File: src/design/frc_pkg.sv
// frc_pkg: shared types, codes and constants of the flow counter table
// depends on nothing
`default_nettype none
package frc_pkg;
	localparam int DEFAULT_TABLE_DEPTH = 64;
	localparam int NUM_EXCLUDED = 4;
	localparam int CFG_IDX_W = 3;
	localparam int CFG_DATA_W = 32;

	// register indexes
	localparam logic [CFG_IDX_W-1:0] REG_REPORT_ENABLE = 3'd0;
	localparam logic [CFG_IDX_W-1:0] REG_EXCLUDED_0 = 3'd1;
	localparam logic [CFG_IDX_W-1:0] REG_EXCLUDED_1 = 3'd2;
	localparam logic [CFG_IDX_W-1:0] REG_EXCLUDED_2 = 3'd3;
	localparam logic [CFG_IDX_W-1:0] REG_EXCLUDED_3 = 3'd4;

	// result status codes
	localparam logic [2:0] ST_COUNTED = 3'd0;
	localparam logic [2:0] ST_INSERTED = 3'd1;
	localparam logic [2:0] ST_FULL = 3'd2;
	localparam logic [2:0] ST_EXCLUDED = 3'd3;
	localparam logic [2:0] ST_DISABLED = 3'd4;

	// packet class decided by the front end
	localparam logic [1:0] CLS_SCAN = 2'd0;
	localparam logic [1:0] CLS_DISABLED = 2'd1;
	localparam logic [1:0] CLS_EXCLUDED = 2'd2;

	typedef struct packed {
		logic [31:0] src_ip;
		logic [31:0] dst_ip;
		logic [15:0] src_port;
		logic [15:0] dst_port;
		logic [1:0] cls;
	} job_t;

	typedef struct packed {
		logic [31:0] src_ip;
		logic [31:0] dst_ip;
		logic [15:0] src_port;
		logic [15:0] dst_port;
		logic [31:0] count;
	} entry_t;

	typedef struct packed {
		logic valid;
		job_t job;
	} queue_out_t;
endpackage
`default_nettype wire

File: src/design/frc_queue.sv
// frc_queue: two-deep queue of classified packets between front and back
// depends on frc_pkg
`default_nettype none
module frc_queue (
	input wire logic clk,
	input wire logic arst_n,
	input wire logic push,
	input wire frc_pkg::job_t push_job,
	output logic full,
	input wire logic pop,
	output frc_pkg::queue_out_t head
);
	frc_pkg::job_t store_q [2];
	logic wr_ptr_q, rd_ptr_q;
	logic [1:0] cnt_q;

	always_ff @(posedge clk) begin
		if (push) store_q[wr_ptr_q] <= push_job;
	end

	always_ff @(posedge clk or negedge arst_n) begin
		if (!arst_n) begin
			wr_ptr_q <= 1'b0;
			rd_ptr_q <= 1'b0;
			cnt_q <= 2'd0;
		end else begin
			if (push) wr_ptr_q <= !wr_ptr_q;
			if (pop) rd_ptr_q <= !rd_ptr_q;
			case ({push, pop})
				2'b10: cnt_q <= cnt_q + 2'd1;
				2'b01: cnt_q <= cnt_q - 2'd1;
				default: ;
			endcase
		end
	end

	assign full = (cnt_q == 2'd2);
	assign head.valid = (cnt_q != 2'd0);
	assign head.job = store_q[rd_ptr_q];
endmodule
`default_nettype wire

File: config.mk
export PLATFORM = sky130hd
export DESIGN_NAME = frc_queue
export DESIGN_NICKNAME = d
export VERILOG_FILES = /design/src/design/frc_pkg.sv /design/src/design/frc_queue.sv
export SDC_FILE = /design/constraint.sdc
export NUM_CORES = 1
export LEC_CHECK = 0
export BUFFER_PORTS_ARGS = -buffer_cell sky130_fd_sc_hd__buf_2
export CAP_MARGIN = 10
export CORE_MARGIN = 2
export CORE_UTILIZATION = 45
export CTS_BUF_LIST = sky130_fd_sc_hd__clkbuf_2 sky130_fd_sc_hd__clkbuf_4 sky130_fd_sc_hd__clkbuf_8
export CTS_CLUSTER_DIAMETER = 200
export CTS_CLUSTER_SIZE = 24
export DETAILED_ROUTE_END_ITERATION = 8
export GPL_TIMING_DRIVEN = 0
export PLACE_DENSITY_LB_ADDON = 0.1
export SLEW_MARGIN = 40
export SYNTH_ARGS = -nofsm -noshare
export SYNTH_HDL_FRONTEND = slang
export SYNTH_SLANG_ARGS = --single-unit
File: constraint.sdc
create_clock -name clk -period 5.35 [get_ports clk]
set_clock_uncertainty 0.2 [all_clocks]
set_input_delay 0.2675 -clock clk [delete_from_list [all_inputs] [get_ports clk]]
set_output_delay 0.2675 -clock clk [all_outputs]
set_load 0.05 [all_outputs]
After elaboration in Yosys (flattened, before gate mapping)
Memories as Yosys holds them, arrays and structs flattened.
Index checks and enable logic that the tools add are counted.
{"block": "classes", "add_sub_neg": 2, "eq_ne": 3, "muxes": 3, "n_reduce_logical": 4}
{"operator": "2-bit equality test, second input constant", "n": 2}
{"operator": "2-bit case mux with 2 select lines", "n": 1}
{"operator": "2-bit nonzero test", "n": 2}
{"operator": "2-bit by 1-bit adder with 2-bit output, second input constant", "n": 1}
{"operator": "2-bit by 1-bit equality test with 1-bit output, second input constant", "n": 1}
{"operator": "1-bit logical NOT", "n": 2}
{"operator": "1-bit two-way mux", "n": 2}
{"operator": "2-bit by 1-bit subtractor with 2-bit output, second input constant", "n": 1}
{"block": "totals", "reg_bits": 4, "mem_bits_rw": 196, "in_bits": 102, "out_inout_bits": 100, "word_cells": 16, "mem_count": 1}
{"memory": "store_q", "depth": 2, "word_bits": 98, "rd": 1, "rd_clocked_by_memory_dff": 0, "wr": 1, "line_no": "frc_queue.sv:13", "source": "frc_pkg::job_t store_q [2];"}

Depth between registers and ports, before layout
{"block": "logic_depth", "word_depth": 2, "ltp_mapped": 5, "mapped_depth_nobuf": 5}

Worst setup path before layout
No wires, ideal clock.
{"block": "synth_path", "path_kind": "flip-flop to flip-flop", "startpoint": "register wr_ptr_q", "endpoint": "memory store_q[0][0] (netlist bit) (enable)", "setup_ps": 558, "t_arrival_ps": 4485, "required_ps": 4592, "path_slack_ps": 106, "stages_incl_launch_ff": 2, "path_buffers": 0, "cell_sequence": "dfrtp_1 -> nor2_1"}
{"item": "start: declaration", "line_no": "frc_queue.sv:14", "source": "logic wr_ptr_q, rd_ptr_q;"}
{"item": "start signal: assignment", "line_no": "frc_queue.sv:27", "source": "if (push) wr_ptr_q <= !wr_ptr_q;"}
{"item": "end: declaration", "line_no": "frc_queue.sv:13"}
Straight into the memory's write port.

==> metrics <==
top routing layer used=met4; Reg power frac=38.0%; first-pass GRT wire length=22700 µm; R2R cell count=5; status=finished, final reports clean; WL/cell=16.2 µm; crit start category=flip-flop; area leader, netlist=edfxtp_1; Hold Vio Cnt, Final=0; hold_ws=0.312 ns; die width=131 µm; Arr. time, crit path=1.85 ns; Max Buffers Root-to-Sink=2; final net count=756; FMAX=431 MHz; CP peak stage delay=0.35 ns; WL final=14300 µm; Post-Syn Area=7290 µm²; CTS Buf Count=17; port bufs=201; async set-reset flop share out of synthesis=2.00%; yosys warns=0; Site Rows=46; max-slew violations=0; share of post-route cells with drive strength above 1=53.0%; top cells by count, synth=edfxtp_1, mux2_2, mux2_4, buf_2, dfrtp_1; Final HPWL DP=9260 µm; flop-to-flop setup slack=3.25 ns; instance area at placement=8770 µm²; #FFs+latches synth=200; worst rel slew slack=66.2%; Die Area=17200 µm²; RSZ-0062 raised after global routing=no; postcts setup bufs=0; num ports=202; Pint=3.31 mW; Clock Power Share=17.3%; top cells by area, synth=edfxtp_1, mux2_2, mux2_4; largest net degree at the start of global routing=32; Clk Latency, worst-skew pair=0.44 ns; crit-path leading delay family=buffers and inverters; vias in the first global route=4500; most frequent cell after synthesis=edfxtp_1; gr usage total=17.1%; period utilisation layout=43.4%; Unique masters post-synth=14; P&R area growth vs syn=40.0%; # diodes=0; met3 WL=853 µm; crit path cell chain=buf_6, buf_6, buf_6, mux2_4, buf_2; RePlAce Congestion=0.694; Post-Route M1 WL=5540 µm; Critical-path top delay cell=dfrtp_1; starting density of the core=46.0%; Synth Flop Type=edfxtp_1; cell area power density=553 nW/µm²; CP endpoint kind=output pin; via count=4031; switching part of the total=41.2%; clock sink count=200; root buf cell=clkbuf_8; P_sw=2.32 mW; final critical-path required period=2.32 ns; Post-CTS Resized=0; Hold Buf Count CTS=102; post-synth net total=424; power share of the combinational group=44.7%; Die Y=131 µm; core area=15800 µm²; post-synthesis sequential area ratio=82.1%; Peak VDD IR=0.295 mV; H-tree levels=4; setup violators final=0; final instance area=10200 µm²; vias per cell=4.57; FILL cells=1167; measured slew at the worst slew-check pin=0.506 ns; Clock Pin Slew Worst Setup and Hold Paths=0.10 ns; Avg Inst Size Synth=22.7 µm²; hold path depth=1; WS Path Type=flip-flop to output pin; Post-Place Cells=748; metal2 WL=7660 µm; cell mode on critical path=buf_6; Crit Path Max Fanout=10; Mapped Cells=321; DRC=0; drt first pass iters=4; Post-Layout Cell Count=882; Final ANT Viol Nets=0; grt total ovfl=0; Leakage=3.92 nW; Buf+Inv Stages, Crit Path=4; Worst Path Required=4.88 ns; max_cap viols=0; number of flops mapped to enable cells by yosys=196; antenna violations before repair=0; DR iter-0 viols=173; Worst path depth=5; Yosys top cell area share=80.8%; HP Class=flip-flop to flip-flop; TritonCTS clock tree=yes
## state kept, by name, indices dropped and copies added, names as in the netlist
register  count
wr_ptr_q      1
store_q     196
rd_ptr_q      1
cnt_q         2
## path summary, 6_finish.rpt
path | startpoint | end
setup / recovery | rd_ptr_q$_DFFE_PN0P_ | head[79]
hold / removal | cnt_q[1]$_DFFE_PN0P_ | cnt_q[1]$_DFFE_PN0P_
min in group asynchronous | arst_n | cnt_q[1]$_DFFE_PN0P_
setup reg to reg | wr_ptr_q$_DFFE_PN0P_ | store_q[0][97]$_DFFE_PP_
max in group asynchronous | arst_n | wr_ptr_q$_DFFE_PN0P_
hold reg to reg | cnt_q[1]$_DFFE_PN0P_ | cnt_q[1]$_DFFE_PN0P_
## cell usage in the layout (no fill, tap or decap), drive strengths merged
cell type    instances
and2                 1
buf                222
bufinv               3
clkbuf              17
clkinv               7
clkinvlp             2
dfrtp                4
dlygate4sd3        102
edfxtp             196
ha                   1
inv                  4
mux2                98
nor2                 2
nor2b                1
or2                  1
xnor2                2
xor2                 3
## stage by stage
stage	power (mW)	utilization (%)	TNS, ns	worst slack (ns)
6_report	5.64	64.5	0	3.03
2_1_floorplan	4.09	-	0	0.106
5_1_grt	5.87	64.5	0	2.92
3_5_place_dp	4.67	55.4	0	3.22
3_3_place_gp	4.61	54.1	-236.43	-2.42
4_1_cts	5.70	64.5	0	2.97
## cells by family (layout without fill, tap and decap cells)
kind of cell,after synthesis,after routing,synth area share (%)
adder cells (fa/ha/maj),1,1,0.172
AND/OR/NAND/NOR,5,5,0.361
multiplexers,98,98,15.7
buffers and inverters,12,357,1.06
flip-flops,200,200,82.1
XOR/XNOR,5,5,0.601
## area by class of cell
cell class | instances | area (µm²) | share of cell area, %
flip-flops and latches | 200 | 5990 | 58.7
repair buffers | 313 | 2230 | 21.8
multi-input cells | 109 | 1230 | 12.1
well taps | 216 | 270 | 2.65
clock buffers | 17 | 234 | 2.29
clock inverters | 15 | 175 | 1.72
plain buffers | 11 | 73.8 | 0.724
inverters | 1 | 3.75 | 0.0368
## power groups by stage
stage	Sequential [mW]	Clock [mW]	Combinational [mW]
floorplan	2.20	0	1.89
global route	2.17	1.05	2.64
finish	2.14	0.973	2.52
CTS	2.14	1.00	2.55
detailed placement	2.18	0	2.49
global placement	2.23	0	2.38
## per-layer routing
metal / global-route usage [%] / up-vias
li1: - / 1933
met1: 18.6 / 1962
met2: 31.1 / 120
met3: 5.52 / 16
met4: 6.64 / 0
met5: 0 / -
(Power assumes the default switching activity.)
