<file path="config.mk">
export PLATFORM = sky130hd
export DESIGN_NAME = frc_front_flat
export DESIGN_NICKNAME = d
export VERILOG_FILES = /design/src/design/frc_pkg.sv /design/src/design/frc_if.sv /design/src/design/frc_front.sv /design/src/flat_wrapper.sv
export SDC_FILE = /design/constraint.sdc
export NUM_CORES = 1
export LEC_CHECK = 0
export ABC_AREA = 1
export BUFFER_PORTS_ARGS = -buffer_cell sky130_fd_sc_hd__clkbuf_2
export CAP_MARGIN = 25
export CORE_UTILIZATION = 45
export CTS_BUF_LIST = sky130_fd_sc_hd__clkbuf_8
export DETAILED_ROUTE_END_ITERATION = 7
export GPL_ROUTABILITY_DRIVEN = 0
export PLACE_DENSITY = 0.72
export SYNTH_ARGS = -nofsm -noshare
export SYNTH_HDL_FRONTEND = slang
export SYNTH_SLANG_ARGS = --single-unit
export TNS_END_PERCENT = 5
</file>
<file path="constraint.sdc">
create_clock -name clk -period 1.4 [get_ports clk]
set_clock_uncertainty 0.1 [all_clocks]
set_input_delay 0.07 -clock clk [delete_from_list [all_inputs] [get_ports clk]]
set_output_delay 0.07 -clock clk [all_outputs]
set_load 0.01 [all_outputs]
</file>
<file path="src/design/frc_pkg.sv">
// frc_pkg: shared types, codes and constants of the flow counter table
// depends on nothing
`default_nettype none
package frc_pkg;
	localparam int DEFAULT_TABLE_DEPTH = 64;
	localparam int NUM_EXCLUDED = 4;
	localparam int CFG_IDX_W = 3;
	localparam int CFG_DATA_W = 32;

	// register indexes
	localparam logic [CFG_IDX_W-1:0] REG_REPORT_ENABLE = 3'd0;
	localparam logic [CFG_IDX_W-1:0] REG_EXCLUDED_0 = 3'd1;
	localparam logic [CFG_IDX_W-1:0] REG_EXCLUDED_1 = 3'd2;
	localparam logic [CFG_IDX_W-1:0] REG_EXCLUDED_2 = 3'd3;
	localparam logic [CFG_IDX_W-1:0] REG_EXCLUDED_3 = 3'd4;

	// result status codes
	localparam logic [2:0] ST_COUNTED = 3'd0;
	localparam logic [2:0] ST_INSERTED = 3'd1;
	localparam logic [2:0] ST_FULL = 3'd2;
	localparam logic [2:0] ST_EXCLUDED = 3'd3;
	localparam logic [2:0] ST_DISABLED = 3'd4;

	// packet class decided by the front end
	localparam logic [1:0] CLS_SCAN = 2'd0;
	localparam logic [1:0] CLS_DISABLED = 2'd1;
	localparam logic [1:0] CLS_EXCLUDED = 2'd2;

	typedef struct packed {
		logic [31:0] src_ip;
		logic [31:0] dst_ip;
		logic [15:0] src_port;
		logic [15:0] dst_port;
		logic [1:0] cls;
	} job_t;

	typedef struct packed {
		logic [31:0] src_ip;
		logic [31:0] dst_ip;
		logic [15:0] src_port;
		logic [15:0] dst_port;
		logic [31:0] count;
	} entry_t;

	typedef struct packed {
		logic valid;
		job_t job;
	} queue_out_t;
endpackage
`default_nettype wire

</file>
<file path="src/design/frc_if.sv">
// frc_if: valid/ready channels for packet words and result words
// depends on nothing
`default_nettype none
interface frc_in_if;
	logic valid;
	logic ready;
	logic [31:0] src_ip;
	logic [31:0] dst_ip;
	logic [15:0] src_port;
	logic [15:0] dst_port;
	modport source (output valid, src_ip, dst_ip, src_port, dst_port, input ready);
	modport sink (input valid, src_ip, dst_ip, src_port, dst_port, output ready);
endinterface

`default_nettype wire

</file>
<file path="src/design/frc_front.sv">
// frc_front: config registers and packet classification
// depends on frc_pkg, frc_if
`default_nettype none
module frc_front (
	input wire logic clk,
	input wire logic arst_n,
	input wire logic cfg_we,
	input wire logic [frc_pkg::CFG_IDX_W-1:0] cfg_index,
	input wire logic [frc_pkg::CFG_DATA_W-1:0] cfg_data,
	frc_in_if.sink in_ch,
	input wire logic q_full,
	output logic push,
	output frc_pkg::job_t push_job
);
	logic enable_q;
	logic [31:0] excl_q [frc_pkg::NUM_EXCLUDED];
	logic excluded;
	logic live;

	always_ff @(posedge clk or negedge arst_n) begin
		if (!arst_n) begin
			enable_q <= 1'b0;
			for (int i = 0; i < frc_pkg::NUM_EXCLUDED; i++) excl_q[i] <= '0;
		end else if (cfg_we) begin
			case (cfg_index)
				frc_pkg::REG_REPORT_ENABLE: enable_q <= cfg_data[0];
				frc_pkg::REG_EXCLUDED_0: excl_q[0] <= cfg_data;
				frc_pkg::REG_EXCLUDED_1: excl_q[1] <= cfg_data;
				frc_pkg::REG_EXCLUDED_2: excl_q[2] <= cfg_data;
				frc_pkg::REG_EXCLUDED_3: excl_q[3] <= cfg_data;
				default: ;
			endcase
		end
	end

	// list ends at the first zero entry
	always_comb begin
		excluded = 1'b0;
		live = 1'b1;
		for (int i = 0; i < frc_pkg::NUM_EXCLUDED; i++) begin
			if (excl_q[i] == 32'd0) live = 1'b0;
			if (live && (in_ch.src_ip == excl_q[i] || in_ch.dst_ip == excl_q[i]))
				excluded = 1'b1;
		end
	end

	assign in_ch.ready = !q_full;
	assign push = in_ch.valid && !q_full;

	always_comb begin
		push_job.src_ip = in_ch.src_ip;
		push_job.dst_ip = in_ch.dst_ip;
		push_job.src_port = in_ch.src_port;
		push_job.dst_port = in_ch.dst_port;
		if (!enable_q) push_job.cls = frc_pkg::CLS_DISABLED;
		else if (excluded) push_job.cls = frc_pkg::CLS_EXCLUDED;
		else push_job.cls = frc_pkg::CLS_SCAN;
	end
endmodule
`default_nettype wire

</file>
<file path="src/flat_wrapper.sv">
// flat-port wrapper written by rule: the top's interface ports become plain ports
module frc_front_flat 
  (clk, arst_n, cfg_we, cfg_index, cfg_data, q_full, push, push_job, in_ch_valid, in_ch_src_ip, in_ch_dst_ip, in_ch_src_port, in_ch_dst_port, in_ch_ready);
  frc_in_if in_ch_i ();
  input wire logic clk;
  input wire logic arst_n;
  input wire logic cfg_we;
  input wire logic [frc_pkg::CFG_IDX_W-1:0] cfg_index;
  input wire logic [frc_pkg::CFG_DATA_W-1:0] cfg_data;
  input wire logic q_full;
  output logic push;
  output frc_pkg::job_t push_job;
  input wire logic [$bits(in_ch_i.valid)-1:0] in_ch_valid;
  input wire logic [$bits(in_ch_i.src_ip)-1:0] in_ch_src_ip;
  input wire logic [$bits(in_ch_i.dst_ip)-1:0] in_ch_dst_ip;
  input wire logic [$bits(in_ch_i.src_port)-1:0] in_ch_src_port;
  input wire logic [$bits(in_ch_i.dst_port)-1:0] in_ch_dst_port;
  output wire logic [$bits(in_ch_i.ready)-1:0] in_ch_ready;
  assign in_ch_i.valid = in_ch_valid;
  assign in_ch_i.src_ip = in_ch_src_ip;
  assign in_ch_i.dst_ip = in_ch_dst_ip;
  assign in_ch_i.src_port = in_ch_src_port;
  assign in_ch_i.dst_port = in_ch_dst_port;
  assign in_ch_ready = in_ch_i.ready;
  frc_front u_core (.clk(clk), .arst_n(arst_n), .cfg_we(cfg_we), .cfg_index(cfg_index), .cfg_data(cfg_data), .in_ch(in_ch_i), .q_full(q_full), .push(push), .push_job(push_job));
endmodule
</file>
* Word level (Yosys, flattened, before mapping) *
Cells that the tools add are included.

word-level totals
  flip-flop bits (word level) = 129
  latch bits = 0
  memory bits (writable) = 0
  memory bits (read-only) = 0
  output and inout port bits = 100
  word-level logic and storage cells = 47
  memories = 0

cells by class
  $add $sub $neg = 0
  multiply operators = 0
  divide/modulo/power cells = 0
  order comparisons = 0
  eq/ne operators = 12
  shift-type cells = 0
  muxes and demuxes = 10
  bitwise logic cells = 0
  reduce and logical (&&, ||, !) cells = 20

operators by type and width
  kind                count
  $eq 32x32->1        8
  $logic_not 32->1    4
  $reduce_and 2->1    5
  $mux 1              8
  $eq 3x2->1 const B  2
  $logic_and 1x1->1   5
  $logic_or 1x1->1    4
  $mux 2              2
  $eq 3x1->1 const B  1
  $eq 3x3->1 const B  1
  $logic_not 3->1     1
  $logic_not 1->1     1

* Depth between registers and ports, before layout *
Gate-level depths: netlist of run 1.

  depth after elaboration = 9
  depth in mapped cells = 14
  mapped depth without buffers = 13

* Worst setup path before layout of run 1 *
OpenSTA, ideal clock, no wires.

  path type = register to output
  start point = register u_core.excl_q[100] (netlist bit)
  end point = output push_job[1] (netlist bit)
  arrival = 1.216 ns
  slack = 0.014 ns
  cell stages (with the launch flop) = 12
  buffers on the path = 0
  cells stage by stage = dfrtp_1 -> xnor2_1 -> nand2_1 -> nor2_1 -> nand2_1 -> nor2_1 -> nand2_1 -> nand2_1 -> nand2_1 -> nand2_1 -> nor2_1 -> nor2_1

RTL lines
  item                line                RTL
  start: declaration  frc_front.sv:16     logic [31:0] excl_q [frc_pkg::NUM_EXCLUDED];
  end: declaration    flat_wrapper.sv:12  output frc_pkg::job_t push_job;

==> flow_metrics.tcl, run 1 <==
set metrics [dict create \
    fin_area_mm2 0.0111 \
    drtIter0Drc 468 \
    first_pass_iters 5 \
    hold_viol 0 \
    failed_checks "negative setup slack" \
    die_y_um 148 \
    fin_util_pct 52.9 \
    path_cells "buf_4 -> nor2_1 -> nand4_1 -> nor2_1 -> nand2_1 -> nand3_2 -> nor2_1 -> nand2_1 -> nand2_1 -> nor2_1 -> nor2_2 -> buf_2" \
    maxSlewHeadroom_pct 76.2 \
    yosysWarnings 0 \
    root_buffer "clkbuf_8" \
    routedWlPerCell_um 14.5 \
    setup_viol 1 \
    path_clk_slew_ns 0.07 \
    worst_setup_path_end_kind "output pin" \
    cts.path.max_buffers 2 \
    worstMarginPinSlew_ns 0.358 \
    leakage_nw 5.09 \
    ys_seq_elements 129 \
    yosysSeqAreaShare_pct 33.5 \
    drive_gt1_share_pct 22.9 \
    ctsHtreeMaxLevel 4 \
    arrival_ns 2.14 \
    num_vias 8125 \
    grt_overflow_total 0 \
    antenna_found_initial 0 \
    io_buffers 171 \
    nets 1534 \
    worstPathRequired_ns 1.23 \
    finalCriticalPeriod_ns 2.31 \
    cp-start-kind "register" \
    synth_top_area_share_pct 33.5 \
    grt_pass1_wl_um 38900 \
    place_area_mm2 0.0100 \
    cellPowerDensity_mw_per_mm2 1250 \
    synth_top_cell_by_area "dfrtp_1" \
    wl_um 24500 \
    finalCritPeriodShare_pct 165 \
    synthCells 1296 \
    max-vdd-ir-drop_mv 0.671 \
    initial_core_util_pct 45.9 \
    synthTopCellsByArea "dfrtp_1 (33%), xnor2_1 (21%), nand2_1 (14%)" \
    diodes 0 \
    die_w_um 148 \
    fin_ws_ns -0.911 \
    ys_types 22 \
    crit_path_top_delay_cell "dfrtp_1" \
    grt_start_max_net_pins 65 \
    avgViaCountPerCell 4.82 \
    rows 53 \
    crit_type "register to output pin" \
    cts_buffers 17 \
    hp-class "primary input to output pin" \
    finalPower_mw 13.9 \
    slew_viol_final 0 \
    cts_num_sinks 129 \
    grt_util_all_layers_pct 23.1 \
    dieArea_mm2 0.0220 \
    fill_cells 2039 \
    final_antenna_net_count 0 \
    status "finished, violations left" \
    slowest_delay_ns 0.42 \
    io_pins 236 \
    syn-num-nets 1432 \
    area_growth_pct 15.3 \
    syn_area_per_cell_um2 7.44 \
    fmax_mhz 433 \
    crit_top_cell "nor2_1" \
    core_mm2 0.0210 \
    crit_path_max_fanout 3 \
    clkLatencyLatePin_ns 0.46 \
    cts_tree "done" \
    synth_area_mm2 0.00964 \
    rsz0062_at_grt "yes" \
    maxCapViolCount 0 \
    grt_pass1_vias 7543 \
    drc 0 \
    dp_hpwl_um 18300 \
]
repair_timing:
| item | 4_1_cts | 5_1_grt |
|---|---|---|
| hold endpoints to repair | 258 | 0 |
| hold buffers | 38 | 0 |
| setup buffers | 4 | 4 |
| pin swaps | 18 | 11 |
| gates resized for setup | 28 | 39 |
| endpoints found under the setup margin | 1 | 11 |
placed cells by master, fill, tap and decap left out, types with 25 or more instances in the layout:
cell type,n
nand2_1,369
xnor2_1,231
clkbuf_2,169
o21ai_0,124
nor2_1,122
dfrtp_1,104
inv_1,75
buf_4,46
dlygate4sd3_1,38
dfrtp_2,25
power by group:
group          internal [mW]  total (mW)  leakage [nW]  switching, mW
sequential              4.45        5.50          1.59           1.05
clock                   2.33        3.98         0.242           1.66
combinational           2.28        4.38          3.26           2.09
routing by layer:
layer / part of all wire (%) / global-route usage (%)
met4: 2.3 / 7.99
met1: 44 / 30.1
met5: 0 / 0
met3: 5.6 / 3.77
met2: 48 / 38.8
cells by family (layout without fill, tap and decap cells):
family                 after synthesis  count (layout)  share of synthesized area (%)
XOR/XNOR                           237             237                           21.6
flip-flops                         129             129                           33.5
AO/OA/AOI/OAI                      130             130                           6.76
buffers and inverters              254             369                           16.1
AND/OR/NAND/NOR                    546             546                           22.0
sequential cells by signal, indices dropped and copies added (netlist names):
signal           flops
u_core.enable_q      1
u_core.excl_q      128
critical path, delay by kind of cell (launching register included):
| family | cells | cell delay [ns] |
|---|---|---|
| flops | 1 | 0.42 |
| simple gates | 10 | 0.96 |
| buf+inv | 2 | 0.29 |
final timing paths:
| path | start | endpoint | slack, ns | cells past startpoint |
|---|---|---|---|---|
| min | in_ch_dst_port[11] | push_job[13] | 0.04 | 0 |
| max reg2reg | u_core.excl_q[51] | u_core.excl_q[51] | 0.34 | 4 |
| min reg2reg | u_core.excl_q[117] | u_core.excl_q[117] | 0.46 | 2 |
| min in group asynchronous | arst_n | u_core.excl_q[81] | 0.50 | 3 |
| max | u_core.excl_q[48] | push_job[1] | -0.91 | 12 |
| max in group asynchronous | arst_n | u_core.excl_q[58] | 0.14 | 4 |
stage by stage:
| step | setup slack [ns] | instances | TNS (ns) | hold slack (ns) |
|---|---|---|---|---|
| floorplan | 0.0135 | 1296 | 0 | -0.326 |
| CTS | -0.907 | 1682 | -0.907 | 0.0401 |
| detailed placement | -0.539 | 1608 | -0.539 | -0.0939 |
| global placement | -0.535 | 1608 | -0.535 | -0.0921 |
| global route | -1.01 | 1686 | -1.01 | 0.0400 |
| finish | -0.911 | 1686 | -0.911 | 0.0400 |
cell usage after synthesis, drive strengths merged:
cell and number:
o21ai 128, a21oi 1, xnor2 237, nor4 2, inv 75, a31oi 1
buf 138, nand4 12, or2 1, nand3b 1, nand2 372, dfrtp 129
clkbuf 41, nand3 9, nor2 149
area by class of cell:
| type | count | area [um2] | share of cell area, % |
|---|---|---|---|
| Sequential cell | 129 | 3260 | 29.3 |
| Inverter | 75 | 282 | 2.53 |
| Timing Repair Buffer | 262 | 1730 | 15.6 |
| Multi-Input combinational cell | 913 | 5010 | 45.1 |
| Tap cell | 275 | 344 | 3.10 |
| Clock buffer | 17 | 234 | 2.11 |
| Clock inverter | 15 | 254 | 2.29 |
No activity file was read; power rests on OpenSTA's default activity.
==> inputs of run 2 (changes only) <==
--- a/config.mk
+++ b/config.mk
@@ -8,11 +8,13 @@
 export ABC_AREA = 1
 export BUFFER_PORTS_ARGS = -buffer_cell sky130_fd_sc_hd__clkbuf_2
 export CAP_MARGIN = 25
-export CORE_UTILIZATION = 45
+export CELL_PAD_IN_SITES_DETAIL_PLACEMENT = 2
+export CELL_PAD_IN_SITES_GLOBAL_PLACEMENT = 2
+export CORE_UTILIZATION = 28
 export CTS_BUF_LIST = sky130_fd_sc_hd__clkbuf_8
 export DETAILED_ROUTE_END_ITERATION = 7
 export GPL_ROUTABILITY_DRIVEN = 0
-export PLACE_DENSITY = 0.72
+export PLACE_DENSITY_LB_ADDON = 0.1
 export SYNTH_ARGS = -nofsm -noshare
 export SYNTH_HDL_FRONTEND = slang
 export SYNTH_SLANG_ARGS = --single-unit
==> flow_metrics.tcl, run 2 (same netlist as run 1, synthesis figures left out) <==
set metrics [dict create \
    status "finished, violations left" \
    failed_checks "negative setup slack" \
    setup_viol 1 \
    maxCapViolCount 0 \
    switchingPower_mw 5.20 \
    final_antenna_net_count 0 \
    dp_slack_ns -0.655 \
    dp_hpwl_um 27000 \
    grt_overflow_total 0 \
    nets 1619 \
    combPwrFrac_pct 37.7 \
    root_buffer "clkbuf_8" \
    finalSetupTns_ns -1.02 \
    met1Wirelength_um 15300 \
    routedWlPerCell_um 17.8 \
    crit_path_top_delay_cell "dfrtp_1" \
    die_y_um 188 \
    cts_tree "done" \
    finalCriticalPeriod_ns 2.42 \
    leakage_nw 5.55 \
    grt_util_all_layers_pct 20.4 \
    clkLatencyLatePin_ns 0.49 \
    maxSlewHeadroom_pct 76.2 \
    avgViaCountPerCell 4.39 \
    arrival_ns 2.25 \
    worst_setup_path_end_kind "output pin" \
    crit_type "register to output pin" \
    dr_wl_met2_um 17900 \
    reg_top3 "u_core.excl_q: 128 flops, u_core.enable_q: 1 flops" \
    grt_start_max_net_pins 65 \
    hold_viol 0 \
    ctsHtreeMaxLevel 4 \
    wl_um 34500 \
    cts_buffers 17 \
    swShare_pct 35.9 \
    max-vdd-ir-drop_mv 0.589 \
    p_seq_share_pct 36.3 \
    maxUsedRoutingLayer "met4" \
    first_pass_iters 4 \
    fill_cells 4035 \
    largest_reg_flops 128 \
    grt_pass1_wl_um 54100 \
    num_vias 8528 \
    grt_pass1_vias 9324 \
    io_pins 236 \
    area_growth_pct 23.7 \
    initial_core_util_pct 28.6 \
    regMostFlops "u_core.excl_q" \
    hp-class "primary input to output pin" \
    rsz0062_at_grt "yes" \
    die_w_um 188 \
    antenna_found_initial 0 \
    rows 67 \
    io_buffers 171 \
    p_int_mw 9.30 \
    core_mm2 0.0337 \
    worstPathRequired_ns 1.23 \
    crit_path_max_fanout 4 \
    path_clk_slew_ns 0.08 \
    slew_viol_final 0 \
    finalCritPeriodShare_pct 173 \
    drc 0 \
    diodes 0 \
    met3_length_um 906 \
    cts_num_sinks 129 \
    layout_common_cells "nand2_1 (368), xnor2_1 (230), clkbuf_2 (169), nor2_1 (127), dfrtp_1 (126)" \
    path_cells "buf_4 -> nor2_1 -> nand3_2 -> nor2_2 -> nand3_2 -> nand3_1 -> inv_1 -> nand2_1 -> nand2_2 -> nor2_4 -> nor2_1 -> buf_2" \
    cp-start-kind "register" \
    cellPowerDensity_mw_per_mm2 1220 \
    pwr-share-clk_pct 26.0 \
    fmax_mhz 413 \
    final_common_cell "nand2_1" \
    fin_ws_ns -1.02 \
    slowest_delay_ns 0.44 \
    cts.path.max_buffers 2 \
    worstMarginPinSlew_ns 0.354 \
    dieArea_mm2 0.0352 \
    drive_gt1_share_pct 25.5 \
    drtIter0Drc 250 \
]
## run 2: changes by cell type in the layout (fill, tap and decap cells not counted), moves of 3 or more
| cell | delta |
|---|---|
| buf_4 | +78 |
| dfrtp_1 | +22 |
| dfrtp_2 | -22 |
| buf_6 | +5 |
| nor2_1 | +5 |
| clkbuf_8 | +4 |
| inv_6 | -4 |
| clkinv_2 | +3 |
| clkinv_4 | -3 |
| nor2_2 | -3 |
## run 2: stage by stage
stage / instances / power, mW / utilization [%] / instance area (um2) / hold WS, ns
after detailed placement: 1863 / 10.6 / 32.2 / 10900 / -0.105
after CTS: 1942 / 14.7 / 35.2 / 11900 / 0.0401
after floorplan: 1296 / 8.45 / - / 9640 / -0.326
final: 1944 / 14.5 / 35.4 / 11900 / 0.0400
after global routing: 1944 / 15.6 / 35.4 / 11900 / 0.0400
after global placement: 1863 / 10.4 / 32.2 / 10900 / -0.105
## run 2: power groups by stage
| stage | registers [mW] | logic [mW] | clock network (mW) |
|---|---|---|---|
| 3_5_place_dp | 5.35 | 5.25 | 0 |
| 6_report | 5.27 | 5.47 | 3.77 |
| 2_1_floorplan | 5.27 | 3.19 | 0 |
| 3_3_place_gp | 5.30 | 5.08 | 0 |
| 5_1_grt | 5.39 | 6.11 | 4.07 |
| 4_1_cts | 5.28 | 5.53 | 3.93 |
## run 2: path summary, 6_finish.rpt
check                                   start  slack, ns  cells after the start                end
setup / recovery           u_core.excl_q[118]      -1.02                     12        push_job[1]
hold / removal              in_ch_src_port[2]       0.04                      0       push_job[20]
setup reg to reg            u_core.excl_q[28]       0.36                      4  u_core.excl_q[28]
hold reg to reg             u_core.excl_q[16]       0.46                      2  u_core.excl_q[16]
max in group asynchronous              arst_n       0.11                      4  u_core.excl_q[76]
min in group asynchronous              arst_n       0.49                      3  u_core.excl_q[34]
## run 2: repair_timing
| item | 4_1_cts | 5_1_grt |
|---|---|---|
| gates cloned | 0 | 0 |
| endpoints found under the hold margin | 258 | 0 |
| pin swaps | 10 | 4 |
| hold buffers | 38 | 0 |
| endpoints found under the setup margin | 1 | 1 |
| resized for setup | 34 | 9 |
| buffers inserted | 9 | 2 |
## run 2: layout make-up
type / instances / area [um2] / area share (%)
well taps: 448 / 561 / 4.70
flip-flops and latches: 129 / 3230 / 27.1
multi-input cells: 913 / 4990 / 41.8
clock buffers: 21 / 289 / 2.42
repair buffers: 347 / 2410 / 20.2
inverters: 75 / 282 / 2.36
clock inverters: 11 / 159 / 1.33
## run 2: layer usage
layer / up-vias / global-route usage [%]
met2: 129 / 37.2
met1: 4164 / 25.0
met3: 23 / 3.07
met5: - / 0
li1: 4212 / -
met4: 0 / 4.82
## run 2: worst max-delay path, delay by kind of cell (launching register included)
family | cells | cell delay, ns
and+or+nand+nor | 9 | 0.98
buffers and inverters | 3 | 0.34
DFF | 1 | 0.44
==> inputs of run 3 (changes only) <==
--- a/config.mk
+++ b/config.mk
@@ -10,8 +10,8 @@
 export CAP_MARGIN = 25
 export CELL_PAD_IN_SITES_DETAIL_PLACEMENT = 2
 export CELL_PAD_IN_SITES_GLOBAL_PLACEMENT = 2
-export CORE_UTILIZATION = 28
-export CTS_BUF_LIST = sky130_fd_sc_hd__clkbuf_8
+export CORE_UTILIZATION = 27
+export CTS_BUF_LIST = sky130_fd_sc_hd__clkbuf_4 sky130_fd_sc_hd__clkbuf_8 sky130_fd_sc_hd__clkbuf_16
 export DETAILED_ROUTE_END_ITERATION = 7
 export GPL_ROUTABILITY_DRIVEN = 0
 export PLACE_DENSITY_LB_ADDON = 0.1
==> flow_metrics.tcl, run 3 (same netlist as run 1, synthesis figures left out) <==
set metrics [dict create \
    grt_pass1_vias 8918 \
    path_clk_slew_ns 0.06 \
    finalPower_mw 15.4 \
    pwr-share-clk_pct 32.4 \
    maxCapViolCount 0 \
    hp-class "primary input to output pin" \
    worstPathRequired_ns 1.23 \
    num_vias 8295 \
    setup_viol 1 \
    dp_slack_ns -0.702 \
    fin_ws_ns -0.894 \
    crit_type "register to output pin" \
    leakage_nw 5.33 \
    routedWlPerCell_um 18.0 \
    die_y_um 191 \
    wl_um 33900 \
    drive_gt1_share_pct 28.1 \
    max-vdd-ir-drop_mv 0.831 \
    rsz0062_at_grt "yes" \
    grt_overflow_total 0 \
    crit_path_max_fanout 4 \
    root_buffer "clkbuf_16" \
    switchingPower_mw 5.37 \
    combPwrFrac_pct 31.3 \
    diodes 0 \
    grt_start_max_net_pins 65 \
    io_pins 236 \
    fin_util_pct 34.3 \
    reg_top3 "u_core.excl_q: 128 flops, u_core.enable_q: 1 flops" \
    finalCritPeriodShare_pct 164 \
    dp_hpwl_um 25800 \
    slew_viol_final 0 \
    initial_core_util_pct 27.7 \
    drtIter0Drc 228 \
    fill_cells 4075 \
    cellPowerDensity_mw_per_mm2 1300 \
    grt_util_all_layers_pct 19.4 \
    finalSetupTns_ns -0.894 \
    antenna_found_initial 0 \
    cts_num_sinks 129 \
    area_growth_pct 23.8 \
    arrival_ns 2.12 \
    finalCriticalPeriod_ns 2.29 \
    cts_tree "done" \
    failed_checks "negative setup slack" \
    dieArea_mm2 0.0365 \
    maxSlewHeadroom_pct 66.6 \
    place_area_mm2 0.0104 \
    nets 1552 \
    finalNonFillerCells 1884 \
    drc 0 \
    die_w_um 191 \
    core_mm2 0.0348 \
    rrSetupSlack_ns 0.43 \
    io_buffers 171 \
    worst_setup_path_end_kind "output pin" \
    worstMarginPinSlew_ns 0.499 \
    cp-start-kind "register" \
    status "finished, violations left" \
    p_seq_share_pct 36.3 \
    cts_buffers 17 \
    final_antenna_net_count 0 \
    ctsHtreeMaxLevel 4 \
    fin_area_mm2 0.0119 \
    avgViaCountPerCell 4.40 \
    p_int_mw 10.1 \
    swShare_pct 34.8 \
    dp_cells 1805 \
    worst_hold_slack_ns 0.0400 \
    fmax_mhz 436 \
    hold_viol 0 \
    layout_common_cells "nand2_1 (358), xnor2_1 (221), clkbuf_2 (169), o21ai_0 (124), nor2_1 (96)" \
    cts.path.max_buffers 2 \
    grt_pass1_wl_um 52400 \
    largest_reg_flops 128 \
    regMostFlops "u_core.excl_q" \
    final_common_cell "nand2_1" \
    rows 68 \
    first_pass_iters 4 \
    clkLatencyLatePin_ns 0.44 \
]
==> run 3: power by group through the flow <==
stage                     sequential (mW)  combinational (mW)  clock, mW
final                                5.61                4.84       5.01
after floorplan                      5.27                3.19          0
after detailed placement             5.58                4.43          0
after global placement               5.56                4.28          0
after CTS                            5.53                4.68       5.16
after global routing                 5.74                5.46       5.31
==> run 3: cell type report <==
class / count / area [um2] / area share, %
clock buffer: 22 / 488 / 4.09
tap: 455 / 569 / 4.77
sequential: 129 / 3270 / 27.4
timing repair buffer: 280 / 1920 / 16.1
inverter: 75 / 282 / 2.36
multi-input combinational: 913 / 5240 / 43.9
clock inverter: 10 / 155 / 1.30
==> run 3: routing by layer <==
metal / vias up / track usage [%] / part of all wire [%]
met1: 4078 / 24.5 / 45
li1: 4086 / - / -
met4: 0 / 3.85 / 0.90
met2: 108 / 34.4 / 51
met5: - / 0 / 0
met3: 23 / 3.16 / 2.6
==> run 3: critical path, stage by stage, from the launching register on <==
cell,delay [ns]
dfrtp_1,0.44
nor2_1,0.20
nand4_1,0.16
or2_1,0.28
nor2_1,0.13
nor2_1,0.07
nand2_1,0.07
nand2_2,0.07
nor2_4,0.10
nor2_4,0.05
buf_6,0.11
==> run 3: worst paths after layout <==
kind / end / from / cells after the start
max reg2reg: u_core.excl_q[101] / u_core.excl_q[101] / 3
min reg2reg: u_core.excl_q[117] / u_core.excl_q[117] / 2
max in group asynchronous: u_core.excl_q[67] / arst_n / 3
min: push_job[25] / in_ch_src_port[7] / 0
min in group asynchronous: u_core.excl_q[1] / arst_n / 3
max: push_job[1] / u_core.excl_q[23] / 10
==> run 3: what timing repair did <==
item                                    in CTS  in global routing
cloned                                       0                  0
endpoints found under the setup margin       1                 17
pin swaps                                   14                 35
hold buffers                                38                  0
endpoints found under the hold margin      258                  0
setup buffers                                5                  4
gates resized for setup                     43                105
